**src/pdlqr_pkg.sv**
```systemverilog
// Shared types, constants and helpers for the PD/LQR balance controller.
// Used by pdlqr_csr, pdlqr_core and pd_lqr_balance_controller; no dependencies.
package pdlqr_pkg;

   // Field widths
   localparam int GAIN_W   = 16;
   localparam int POS_W    = 24;
   localparam int PITCH_W  = 16;
   localparam int VEL_W    = 20;
   localparam int RATE_W   = 20;
   localparam int OUT_W    = 24;
   localparam int ERR_W    = PITCH_W + 1;
   localparam int SHIFT_Q  = 10;

   // Stream widths
   localparam int REQ_DATA_W = POS_W + PITCH_W + VEL_W + RATE_W;
   localparam int RSP_DATA_W = 3 * OUT_W;
   localparam int RSP_USER_W = 1;

   // Register port
   localparam int CSR_ADDR_W = 5;
   localparam int CSR_DATA_W = 32;

   // Saturation input width: widest intermediate (negated LQR sum)
   localparam int SAT_IN_W = 43;

   // |pitch| limit, 1.4 rad in Q3.12, truncated
   localparam logic signed [PITCH_W-1:0] SAFE_LIMIT = 16'sd5734;

   // Register indexes, word-aligned at 4*index
   typedef enum logic [2:0] {
      REG_PD_KP           = 3'd0,
      REG_PD_KD           = 3'd1,
      REG_GAIN_POSITION   = 3'd2,
      REG_GAIN_PITCH      = 3'd3,
      REG_GAIN_VELOCITY   = 3'd4,
      REG_GAIN_PITCH_RATE = 3'd5,
      REG_USE_PD          = 3'd6,
      REG_PITCH_TARGET    = 3'd7
   } reg_index_type;

   // Reset values
   localparam logic [GAIN_W-1:0]  PD_KP_RESET           = 16'd4096;
   localparam logic [GAIN_W-1:0]  PD_KD_RESET           = 16'd5120;
   localparam logic [GAIN_W-1:0]  GAIN_POSITION_RESET   = 16'd324;
   localparam logic [GAIN_W-1:0]  GAIN_PITCH_RESET      = 16'd3495;
   localparam logic [GAIN_W-1:0]  GAIN_VELOCITY_RESET   = 16'd709;
   localparam logic [GAIN_W-1:0]  GAIN_PITCH_RATE_RESET = 16'd1875;
   localparam logic               USE_PD_RESET          = 1'b1;
   localparam logic [PITCH_W-1:0] PITCH_TARGET_RESET    = 16'd0;

   typedef struct packed {
      logic signed [GAIN_W-1:0]  pd_kp;
      logic signed [GAIN_W-1:0]  pd_kd;
      logic signed [GAIN_W-1:0]  gain_position;
      logic signed [GAIN_W-1:0]  gain_pitch;
      logic signed [GAIN_W-1:0]  gain_velocity;
      logic signed [GAIN_W-1:0]  gain_pitch_rate;
      logic                      use_pd;
      logic signed [PITCH_W-1:0] pitch_target;
   } cfg_type;

   typedef struct packed {
      logic signed [RATE_W-1:0]  pitch_rate;
      logic signed [VEL_W-1:0]   velocity;
      logic signed [PITCH_W-1:0] pitch;
      logic signed [POS_W-1:0]   position;
   } sample_type;

   typedef struct packed {
      logic                    in_safe_range;
      logic signed [OUT_W-1:0] lqr_effort;
      logic signed [OUT_W-1:0] pd_effort;
      logic signed [OUT_W-1:0] wheel_command;
   } result_type;

   // Clamp a wide signed value to the signed output range
   function automatic logic signed [OUT_W-1:0] sat_out(input logic signed [SAT_IN_W-1:0] v);
      logic signed [OUT_W-1:0] r;
      if (v[SAT_IN_W-1:OUT_W-1] == {(SAT_IN_W-OUT_W+1){v[SAT_IN_W-1]}}) begin
         r = v[OUT_W-1:0];
      end else if (v[SAT_IN_W-1]) begin
         r = {1'b1, {(OUT_W-1){1'b0}}};
      end else begin
         r = {1'b0, {(OUT_W-1){1'b1}}};
      end
      return r;
   endfunction

endpackage

```
**src/pdlqr_csr.sv**
```systemverilog
// Control register file behind the APB-style port: gains, mode and pitch target.
// Depends on pdlqr_pkg.
module pdlqr_csr (
   input  logic                              clock,
   input  logic                              reset,
   input  logic                              csr_psel,
   input  logic                              csr_penable,
   input  logic                              csr_pwrite,
   input  logic [pdlqr_pkg::CSR_ADDR_W-1:0]  csr_paddr,
   input  logic [pdlqr_pkg::CSR_DATA_W-1:0]  csr_pwdata,
   output logic [pdlqr_pkg::CSR_DATA_W-1:0]  csr_prdata,
   output pdlqr_pkg::cfg_type                cfg
);

   pdlqr_pkg::cfg_type       cfg_ff;
   pdlqr_pkg::cfg_type       cfg_in;
   pdlqr_pkg::reg_index_type index;
   logic                     write_en;

   assign index    = pdlqr_pkg::reg_index_type'(csr_paddr[4:2]);
   assign write_en = csr_psel && csr_penable && csr_pwrite;

   // Decode the write word into the addressed register
   always_comb begin
      cfg_in = cfg_ff;
      if (write_en) begin
         case (index)
            pdlqr_pkg::REG_PD_KP:           cfg_in.pd_kp           = csr_pwdata[15:0];
            pdlqr_pkg::REG_PD_KD:           cfg_in.pd_kd           = csr_pwdata[15:0];
            pdlqr_pkg::REG_GAIN_POSITION:   cfg_in.gain_position   = csr_pwdata[15:0];
            pdlqr_pkg::REG_GAIN_PITCH:      cfg_in.gain_pitch      = csr_pwdata[15:0];
            pdlqr_pkg::REG_GAIN_VELOCITY:   cfg_in.gain_velocity   = csr_pwdata[15:0];
            pdlqr_pkg::REG_GAIN_PITCH_RATE: cfg_in.gain_pitch_rate = csr_pwdata[15:0];
            pdlqr_pkg::REG_USE_PD:          cfg_in.use_pd          = csr_pwdata[0];
            pdlqr_pkg::REG_PITCH_TARGET:    cfg_in.pitch_target    = csr_pwdata[15:0];
            default:                        cfg_in = cfg_ff;
         endcase
      end
   end

   always_ff @(posedge clock) begin
      if (reset) begin
         cfg_ff.pd_kp           <= pdlqr_pkg::PD_KP_RESET;
         cfg_ff.pd_kd           <= pdlqr_pkg::PD_KD_RESET;
         cfg_ff.gain_position   <= pdlqr_pkg::GAIN_POSITION_RESET;
         cfg_ff.gain_pitch      <= pdlqr_pkg::GAIN_PITCH_RESET;
         cfg_ff.gain_velocity   <= pdlqr_pkg::GAIN_VELOCITY_RESET;
         cfg_ff.gain_pitch_rate <= pdlqr_pkg::GAIN_PITCH_RATE_RESET;
         cfg_ff.use_pd          <= pdlqr_pkg::USE_PD_RESET;
         cfg_ff.pitch_target    <= pdlqr_pkg::PITCH_TARGET_RESET;
      end else begin
         cfg_ff <= cfg_in;
      end
   end

   // Read back the addressed register, zero-extended
   always_comb begin
      case (index)
         pdlqr_pkg::REG_PD_KP:           csr_prdata = 32'(unsigned'(cfg_ff.pd_kp));
         pdlqr_pkg::REG_PD_KD:           csr_prdata = 32'(unsigned'(cfg_ff.pd_kd));
         pdlqr_pkg::REG_GAIN_POSITION:   csr_prdata = 32'(unsigned'(cfg_ff.gain_position));
         pdlqr_pkg::REG_GAIN_PITCH:      csr_prdata = 32'(unsigned'(cfg_ff.gain_pitch));
         pdlqr_pkg::REG_GAIN_VELOCITY:   csr_prdata = 32'(unsigned'(cfg_ff.gain_velocity));
         pdlqr_pkg::REG_GAIN_PITCH_RATE: csr_prdata = 32'(unsigned'(cfg_ff.gain_pitch_rate));
         pdlqr_pkg::REG_USE_PD:          csr_prdata = 32'(cfg_ff.use_pd);
         pdlqr_pkg::REG_PITCH_TARGET:    csr_prdata = 32'(unsigned'(cfg_ff.pitch_target));
         default:                        csr_prdata = '0;
      endcase
   end

   assign cfg = cfg_ff;

endmodule

```
**config.mk**
```make
export PLATFORM = sky130hd
export DESIGN_NAME = pdlqr_csr
export DESIGN_NICKNAME = d
export VERILOG_FILES = /design/src/pdlqr_pkg.sv /design/src/pdlqr_csr.sv
export SDC_FILE = /design/constraint.sdc
export NUM_CORES = 1
export LEC_CHECK = 0
export CAP_MARGIN = 0
export CELL_PAD_IN_SITES_DETAIL_PLACEMENT = 0
export CELL_PAD_IN_SITES_GLOBAL_PLACEMENT = 2
export CORE_MARGIN = 2
export CORE_UTILIZATION = 37
export DETAILED_ROUTE_END_ITERATION = 6
export DONT_BUFFER_PORTS = 1
export GPL_TIMING_DRIVEN = 0
export PLACE_DENSITY_LB_ADDON = 0.1
export SLEW_MARGIN = 20
export SYNTH_ARGS = -nofsm -noshare
export SYNTH_HDL_FRONTEND = slang
export SYNTH_SLANG_ARGS = --single-unit
export TNS_END_PERCENT = 10
```
**constraint.sdc**
```tcl
create_clock -name clock -period 4.5 [get_ports clock]
set_input_delay 0.9 -clock clock [delete_from_list [all_inputs] [get_ports clock]]
set_output_delay 0.9 -clock clock [all_outputs]
set_load 0.02 [all_outputs]
```
**Yosys cells after proc, flatten, opt, wreduce, memory -nomap -nowiden**

Index checks and enable logic that the tools add are counted.

- Register bits: 113
- Bits of input ports: 42
- Logic and storage cells: 27
- Output and inout port bits: 145

- Reduce and logical (&&, ||, !) cells: 11
- Eq/ne operators: 7
- Multiplexer cells: 1

Operator list:

| cell | count |
|---|---|
| $pmux 32 s8 | 1 |
| $reduce_and 2->1 | 8 |
| $eq 3x3->1 const B | 4 |
| $eq 3x2->1 const B | 2 |
| $eq 3x1->1 const B | 1 |
| $logic_not 3->1 | 1 |
| $logic_and 1x1->1 | 2 |

**Longest topological paths before layout**

Gate-level depths: netlist (run 1).

- Word-level depth: 3
- Gate-level depth with buffers: 8
- Mapped depth without buffers: 4

**Least setup slack after synthesis (run 1)**

Ideal clock, no wire load.

- Path kind: input port to output port
- From: in csr_paddr[3] (netlist bit)
- To: out csr_prdata[0] (netlist bit)
- Data required time: 3.600 ns
- Buffers on the path: 3
- Stages on the path: 7
- Arrival: 2.074 ns
- Slack: 1.526 ns
- Path through: buf_2 buf_4 buf_2 nand2_1 o22ai_1 a21oi_1 a21oi_1

- Word-level cells in the longest chain between the ends: 2
- Elaborated cells between the ends (all ways): 9
- Classes of those cells: 7 x eq/ne; 1 x mux; 1 x reduce/logical

Ends and longest elaborated chain:

| item | RTL line | source |
|---|---|---|
| from (decl) | pdlqr_csr.sv:9 | `input logic [pdlqr_pkg::CSR_ADDR_W-1:0] csr_paddr,` |
| $eq 3x3->1, or another cell as far along | pdlqr_csr.sv:58 | `case (index)` |
| $pmux 32 s8 (*) | pdlqr_csr.sv:58 |  |
| to (decl) | pdlqr_csr.sv:11 | `output logic [pdlqr_pkg::CSR_DATA_W-1:0] csr_prdata,` |

Mark *: on every way between the ends. The rest lies on a longest branch, timed or not. The select of a mux whose other input is x is not followed.

**Worst setup path after layout (run 1)**

- From: in csr_paddr[4] (netlist bit)
- To: out csr_prdata[7] (netlist bit)

The elaborated chain is that of the path after synthesis.

==> impl_table.tex, run 1 <==
\begin{tabular}{lr}
\hline
Metric & Value \\
\hline
\multicolumn{2}{l}{\textbf{Status}} \\
\quad Status & completed \\
\multicolumn{2}{l}{\textbf{Timing}} \\
\quad Measured slew at the worst slew-check pin & between 0.8 and 0.9 ns \\
\quad Setup repair after global routing missed its margin & false \\
\quad Number of failing hold endpoints at the final stage & 0 \\
\quad Max-slew violation count & 0 \\
\quad Worst setup skew after layout & 0 ns \\
\quad Max Clk Rate & approximately 0.28 GHz \\
\quad Final setup violation count & 0 \\
\quad Shortest period the worst path allows & 3.51 ns \\
\quad Final sum of negative setup slack & 0 ns \\
\quad Final critical-path share of the clock period & roughly four fifths \\
\quad Worst slew margin & a little under half \\
\multicolumn{2}{l}{\textbf{Worst hold path}} \\
\quad Number of cells on the worst hold path & 2 \\
\quad Class of the worst hold path & reg -> reg \\
\quad Endpoint of the worst hold-timing path & cfg[28] \\
\quad Worst Min Path Start & cfg[28] \\
\multicolumn{2}{l}{\textbf{Floorplanning}} \\
\quad Area enclosed by the die boundary & between 10,000 and 15,000 sq um \\
\quad Floorplan die height & roughly 120 um \\
\quad Initial core utilization & a little under two fifths \\
\quad Core Footprint & $\sim$13,000 sq um \\
\quad Top-Level Pins & 187 \\
\quad Placement Rows & 42 \\
\quad Die X-Extent & between 100 and 150 um \\
\multicolumn{2}{l}{\textbf{Drt}} \\
\quad DRC violation count after routing & 0 \\
\quad Detailed-router iteration count before antenna repair & 7 \\
\quad Remaining antenna violation count after routing & 0 \\
\quad Via-per-instance ratio & around 5.6 \\
\quad Wirelength, routed & 21,200 um \\
\quad Wirelength per Cell & 24.1 um \\
\quad Number of DRC markers in iteration 0 & between 300 and 400 \\
\quad Routed via count & between 4,000 and 5,000 \\
\multicolumn{2}{l}{\textbf{Finish}} \\
\quad Fraction of final layout cells sized beyond drive strength 1 & around an eighth \\
\quad Area Growth Syn to Fin & 17.9\% \\
\quad Number of standard cells in the final layout excluding fillers & a little under 900 \\
\quad Utilization after layout & 44.8\% \\
\quad Antenna Cells & 0 \\
\quad Max reg flops & $\sim$110 \\
\quad Total Nets Final & $\sim$730 \\
\multicolumn{2}{l}{\textbf{CTS}} \\
\quad \# H-tree levels & 4 \\
\quad Clock tree from TritonCTS & yes \\
\quad Number of buffers inserted for hold repair after clock tree synthesis & 0 \\
\quad Clock latency at the later pin of the worst-skew pair & approximately 0.42 ns \\
\quad Clock buffers created by TritonCTS & 17 \\
\quad Count of buffers added by post-CTS timing repair for setup & 0 \\
\quad Clock Path Buffers & 2 \\
\quad Clock-pin slew of the registers on the worst-case setup and hold paths & 0.05 ns \\
\quad Resized Gates After CTS & 0 \\
\quad Clk sinks & 113 \\
\quad Root buffer selected by CTS & clkbuf\_16 \\
\multicolumn{2}{l}{\textbf{Critical path}} \\
\quad CP arrival & about 2.6 ns \\
\quad Reg-to-Reg Start & cfg[100] \\
\quad Crit path launch type & input port \\
\quad Class of the most critical setup path & in -> out \\
\quad Crit-path leading delay family & buffers and inverters \\
\quad Critical-path maximum fanout & 10 \\
\quad Kind of end point of the critical path & output pin \\
\quad Crit Reg-Reg Endpoint & cfg[100] \\
\quad Worst reg-to-reg setup slack & approximately 3.6 ns \\
\quad Worst endpoint required time & approximately 3.6 ns \\
\quad Most frequent cell on the critical path & buf\_2 \\
\quad Reg2reg path depth & 2 \\
\quad Critical path cell sequence & buf\_2, or3\_1, clkbuf\_1, buf\_2, nor2\_1, a31oi\_1 \\
\quad Cell type of the slowest stage on the worst timing path & a31oi\_1 \\
\quad Stage delay of the slowest cell on the critical path & about 0.52 ns \\
\quad Critical path buffer and inverter count & 3 \\
\multicolumn{2}{l}{\textbf{Power}} \\
\quad Largest vdd supply drop & $\sim$0.23 mV \\
\quad Part of the total power dissipated in the clock network & 54.3\% \\
\quad Switching share of total power & between 20\% and 30\% \\
\quad Power per cell area & between 400 and 500 nW/um\^{}2 \\
\quad Seq pwr share & between 30 and 40\% \\
\quad Switch Pwr & roughly 0.62 mW \\
\quad Leak pwr & $\sim$2.1 nW \\
\quad Power share of the combinational group & about 6.9\% \\
\quad Cell-internal power & about 2.0 mW \\
\multicolumn{2}{l}{\textbf{Logic synthesis}} \\
\quad Share of the synthesized area in the top cell type & $\sim$45\% \\
\quad Area of the mapped netlist & 5050 sq um \\
\quad Commonest cells in the synthesized netlist & 185 x nand2\_1, 118 x a21oi\_1, 113 x dfxtp\_1, 32 x nor2\_1, 30 x nor3\_1 \\
\quad Post-synthesis sequential area ratio & around 45\% \\
\quad Cell variety after synth & 37 \\
\quad Async set or reset register ratio after synthesis & 0\% \\
\quad Top FF cell, synth & dfxtp\_1 \\
\quad Yosys reg bits & around 110 \\
\quad Number of flops mapped to enable cells by yosys & 0 \\
\quad Most used standard cell by instance count after synthesis & nand2\_1 \\
\quad Synthesized area per cell & roughly 7.7 sq um \\
\quad Number of warnings printed during yosys synthesis & 0 \\
\quad Synth area leader & dfxtp\_1 \\
\quad Largest cells by area after synthesis & dfxtp\_1 45\%, nand2\_1 14\%, a21oi\_1 12\% \\
\quad Synthesized instance count & between 600 and 700 \\
\multicolumn{2}{l}{\textbf{Place}} \\
\quad Number of cells after detailed placement & roughly 850 \\
\quad Sum of net half-perimeters after detailed placement & 15,800 um \\
\quad Final Wtd Congestion & $\sim$0.89 \\
\quad \# port buffers & 0 \\
\multicolumn{2}{l}{\textbf{GRT}} \\
\quad Pin count of the biggest net entering global routing & 17 \\
\quad Initial antenna violation count & 0 \\
\quad Global route total overflow & 0 \\
\quad Vias in the first global route & 4,704 \\
\quad Overall Global Routing Usage & a little under 30\% \\
\quad Global-route wire length before repair & around 30,000 um \\
\multicolumn{2}{l}{\textbf{Job}} \\
\quad Number of maximum-capacitance violations & 0 \\
\hline
\end{tabular}
## area by class of cell
| cell class | instances | area (sq um) |
|---|---|---|
| Buffer | 67 | 375 |
| Clock buffer | 21 | 470 |
| Fill cell | 1354 | 7340 |
| Sequential cell | 113 | 2260 |
| Clock inverter | 10 | 158 |
| Tap cell | 176 | 220 |
| Inverter | 5 | 18.8 |
| Multi-Input combinational cell | 486 | 2450 |
## layer usage
layer  vias up  part of all wire [%]  track usage [%]
li1       2264                     -                -
met1      2372                    39             34.3
met2       254                    47             47.1
met3        34                    10             12.3
met4         0                   2.8             11.1
met5         -                     0                0
## worst min-delay path: stages, from the launching register on
cell     delay, ns
dfxtp_1       0.38
nand2_1       0.09
a21oi_1       0.06
## how the worst max path moves through the flow
stage	cells after the start	endpoint	start
3_5_place_dp	6	csr_prdata[14]	csr_paddr[4]
5_1_grt	6	csr_prdata[7]	csr_paddr[4]
4_1_cts	6	csr_prdata[14]	csr_paddr[4]
3_3_place_gp	6	csr_prdata[14]	csr_paddr[4]
2_1_floorplan	7	csr_prdata[0]	csr_paddr[3]
6_report	6	csr_prdata[7]	csr_paddr[4]
## power by group through the flow
stage	logic, mW	registers, mW	clock network [mW]
2_1_floorplan	0.130	1.04	0
3_3_place_gp	0.178	1.05	0
3_5_place_dp	0.178	1.05	0
4_1_cts	0.179	1.03	1.45
5_1_grt	0.193	1.03	1.50
6_report	0.182	1.03	1.44
## cell families after synthesis
kind of cell,count (synthesis),share of synthesized area [%]
mux,26,5.18
simple gates,275,23.3
compound gates,169,18.9
buf+inv,72,7.80
other cells,1,0.0743
flops,113,44.8
## through the flow
stage	power, mW	hold slack, ns	worst slack, ns	cell area (sq um)
after global placement	1.22	0.556	0.997	5330
final	2.64	0.570	0.986	5950
after global routing	2.72	0.591	0.899	5950
after detailed placement	1.23	0.564	0.988	5330
after floorplan	1.17	0.540	1.53	5110
after CTS	2.66	0.572	0.990	5950
## layout by cell type (no fill, tap or decap), types with 8 or more instances in the layout
cell type / netlist / routed
conb_1: 1 / 16
nand2_1: 185 / 185
clkbuf_16: 0 / 17
o22a_1: 12 / 12
clkbuf_1: 24 / 25
nor2_1: 32 / 32
nor3_1: 30 / 30
mux2i_1: 25 / 25
a21oi_1: 118 / 118
o21ai_0: 8 / 8
o22ai_1: 10 / 10
buf_4: 21 / 21
dfxtp_1: 113 / 113
buf_2: 17 / 17
Note: power is estimated with default switching activity, not from simulation.
==> run 2, diff against run 1 <==
CORE_UTILIZATION = 34   (was 37)
clock period = 3.5 ns   (was 4.5 ns; I/O delays follow)
==> run 2 against run 1 <==
Effect of this change: sequential share of layout area up 0.36 points; cell count grew 0.91%; critical path depth is the same.
==> impl_table.tex, run 2 (same netlist as run 1, synthesis figures left out) <==
\begin{tabular}{lr}
\hline
Metric & Value \\
\hline
\multicolumn{2}{l}{\textbf{Critical path}} \\
\quad Class of the most critical setup path & in -> out \\
\quad Worst endpoint required time & 2.80 ns (-0.80 ns) \\
\quad Critical-path maximum fanout & 10 (unchanged) \\
\quad Stage delay of the slowest cell on the critical path & 0.53 ns (about the same) \\
\quad Critical path cell sequence & buf\_2, or3\_1, clkbuf\_1, buf\_2, nor2\_1, a31oi\_1 \\
\quad Cell type of the slowest stage on the worst timing path & a31oi\_1 \\
\quad CP arrival & 2.47 ns (-0.14 ns) \\
\quad Most frequent cell on the critical path & buf\_2 \\
\quad Crit path launch type & input port \\
\quad Kind of end point of the critical path & output pin \\
\multicolumn{2}{l}{\textbf{Drt}} \\
\quad Detailed-router iteration count before antenna repair & 7 (unchanged) \\
\quad Wirelength per Cell & 24.6 um (+1.8\%) \\
\quad Remaining antenna violation count after routing & 0 (unchanged) \\
\quad Via-per-instance ratio & 5.58 (-0.50\%) \\
\quad Routed via count & 4,944 (+0.41\%) \\
\quad DRC violation count after routing & 0 (unchanged) \\
\quad Wirelength, routed & 21,800 um (+2.7\%) \\
\quad Number of DRC markers in iteration 0 & 392 (+1.3\%) \\
\multicolumn{2}{l}{\textbf{Power}} \\
\quad Cell-internal power & 2.41 mW (+19\%) \\
\quad Switching share of total power & 25.3\% (+1.8 points) \\
\quad Part of the total power dissipated in the clock network & 51.9\% (-2.4 points) \\
\quad Power per cell area & 548 nW/um\^{}2 (+23\%) \\
\quad Switch Pwr & 0.818 mW (+32\%) \\
\quad Seq pwr share & 40.8\% (+2.0 points) \\
\quad Leak pwr & 2.11 nW (-1.6\%) \\
\quad Largest vdd supply drop & 0.352 mV (+56\%) \\
\quad Power share of the combinational group & 7.3\% (+0.4 points) \\
\multicolumn{2}{l}{\textbf{GRT}} \\
\quad Global-route wire length before repair & 31,400 um (+3.4\%) \\
\quad Pin count of the biggest net entering global routing & 17 (unchanged) \\
\quad Fraction of met3 tracks used by global routing & 10.9\% (-1.4 points) \\
\quad Met1 Track Usage GR & 32.4\% (-1.9 points) \\
\quad Global route hottest layer & met2 \\
\quad Overall Global Routing Usage & 27.4\% (-1.8 points) \\
\quad Vias in the first global route & 4,754 (+1.1\%) \\
\quad Initial antenna violation count & 0 (unchanged) \\
\quad Met2 track demand over resource in global routing & 44.2\% (-2.9 points) \\
\quad Global route total overflow & 0 (unchanged) \\
\multicolumn{2}{l}{\textbf{CTS}} \\
\quad Clock tree from TritonCTS & yes \\
\quad Clock latency at the later pin of the worst-skew pair & 0.43 ns (about the same) \\
\quad Resized Gates After CTS & 0 (unchanged) \\
\quad \# H-tree levels & 4 (unchanged) \\
\quad Root buffer selected by CTS & clkbuf\_16 \\
\quad Clk sinks & 113 (unchanged) \\
\quad Clock buffers created by TritonCTS & 17 (unchanged) \\
\quad Number of buffers inserted for hold repair after clock tree synthesis & 0 (unchanged) \\
\quad Count of buffers added by post-CTS timing repair for setup & 0 (unchanged) \\
\quad Clock Path Buffers & 2 (unchanged) \\
\quad Clock-pin slew of the registers on the worst-case setup and hold paths & 0.06 ns (about the same) \\
\multicolumn{2}{l}{\textbf{Job}} \\
\quad Number of maximum-capacitance violations & 0 (unchanged) \\
\multicolumn{2}{l}{\textbf{Floorplanning}} \\
\quad Initial core utilization & 34.7\% (-3.2 points) \\
\quad Area enclosed by the die boundary & 15,800 sq um (+8.5\%) \\
\quad Core Footprint & 14,500 sq um (+9.3\%) \\
\quad Top-Level Pins & 187 (unchanged) \\
\quad Floorplan die height & 126 um (+4.2\%) \\
\quad Die X-Extent & 126 um (+4.2\%) \\
\quad Placement Rows & 44 (+4.8\%) \\
\multicolumn{2}{l}{\textbf{Finish}} \\
\quad Antenna Cells & 0 (unchanged) \\
\quad Non-Filler Cell Area, Final & 5900 sq um (-0.95\%) \\
\quad Leading cell types in the layout, fill and taps excluded & 185 x nand2\_1, 118 x a21oi\_1, 113 x dfxtp\_1 \\
\quad Max reg flops & 113 (unchanged) \\
\quad Area Growth Syn to Fin & 16.8\% \\
\quad Total Nets Final & 732 (unchanged) \\
\quad Most common cell after layout, fill and taps aside & nand2\_1 \\
\quad Fraction of final layout cells sized beyond drive strength 1 & 11.7\% (-0.14 points) \\
\quad Number of standard cells in the final layout excluding fillers & 886 (+0.91\%) \\
\multicolumn{2}{l}{\textbf{Place}} \\
\quad Placement-stage cell area & 5340 sq um (+0.19\%) \\
\quad Sum of net half-perimeters after detailed placement & 16,100 um (+1.9\%) \\
\quad Number of cells after detailed placement & 855 (+0.94\%) \\
\quad \# port buffers & 0 (unchanged) \\
\quad Final Wtd Congestion & 0.874 (-2.2\%) \\
\multicolumn{2}{l}{\textbf{Timing}} \\
\quad Worst slew margin & 46.6\% (+0.24 points) \\
\quad Setup repair after global routing missed its margin & false \\
\quad Final setup violation count & 0 (unchanged) \\
\quad Number of failing hold endpoints at the final stage & 0 (unchanged) \\
\quad Shortest period the worst path allows & between 3 and 4 ns \\
\quad Worst setup skew after layout & 0 ns (unchanged) \\
\quad Final critical-path share of the clock period & roughly 90\% \\
\quad Max Clk Rate & about 0.32 GHz \\
\quad Final sum of negative setup slack & 0 ns (unchanged) \\
\quad Measured slew at the worst slew-check pin & 0.801 ns (-0.00365 ns) \\
\quad Max-slew violation count & 0 (unchanged) \\
\multicolumn{2}{l}{\textbf{Worst hold path}} \\
\quad Class of the worst hold path & in -> reg \\
\multicolumn{2}{l}{\textbf{Status}} \\
\quad Status & completed \\
\hline
\end{tabular}
[run 2: cell count changes in the layout (fill, tap and decap cells not counted), sizes merged]
cell / change
bufinv: -2
clkbuf: -1
clkinv: +2
clkinvlp: +1
[run 2: final timing paths]
path                                       end  cells past startpoint     startpoint  slack, ns
worst min-delay path                   cfg[83]                      2  csr_pwdata[2]       0.41
worst max-delay path            csr_prdata[14]                      6   csr_paddr[4]       0.33
worst min register to register         cfg[24]                      2        cfg[24]       0.57
worst max register to register         cfg[55]                      2        cfg[55]       2.65
[run 2: final cells by class]
class | instances | area (sq um)
buffer | 67 | 375
fill | 1532 | 8640
inverter | 5 | 18.8
multi-input combinational | 486 | 2450
sequential | 113 | 2260
clock inverter | 11 | 115
clock buffer | 20 | 447
tap | 184 | 230
[run 2: power groups by stage]
stage | logic [mW] | registers, mW | clock network [mW]
detailed placement | 0.233 | 1.35 | 0
global placement | 0.232 | 1.35 | 0
finish | 0.236 | 1.32 | 1.68
CTS | 0.233 | 1.32 | 1.70
floorplan | 0.167 | 1.34 | 0
global route | 0.251 | 1.32 | 1.76
[run 2: metrics by stage]
stage                     hold WS [ns]  util [%]  worst slack [ns]  power (mW)
after CTS                        0.394      40.6             0.369        3.25
after detailed placement         0.564      36.7             0.372        1.58
final                            0.405      40.6             0.327        3.23
after global placement           0.556      36.7             0.359        1.58
after global routing             0.396      40.6             0.257        3.33
after floorplan                  0.540         -             0.926        1.51
[run 2: critical path, delay by kind of cell]
family	cells	cell delay (ns)
AOI/OAI and AO/OA	1	0.53
and+or+nand+nor	2	0.24
buffers and inverters	3	0.99
[run 2: routing by layer]
layer	part of all wire, %	vias to the layer above
met5	0	-
met4	3.3	0
met3	11	41
met2	47	255
met1	39	2385
li1	-	2263
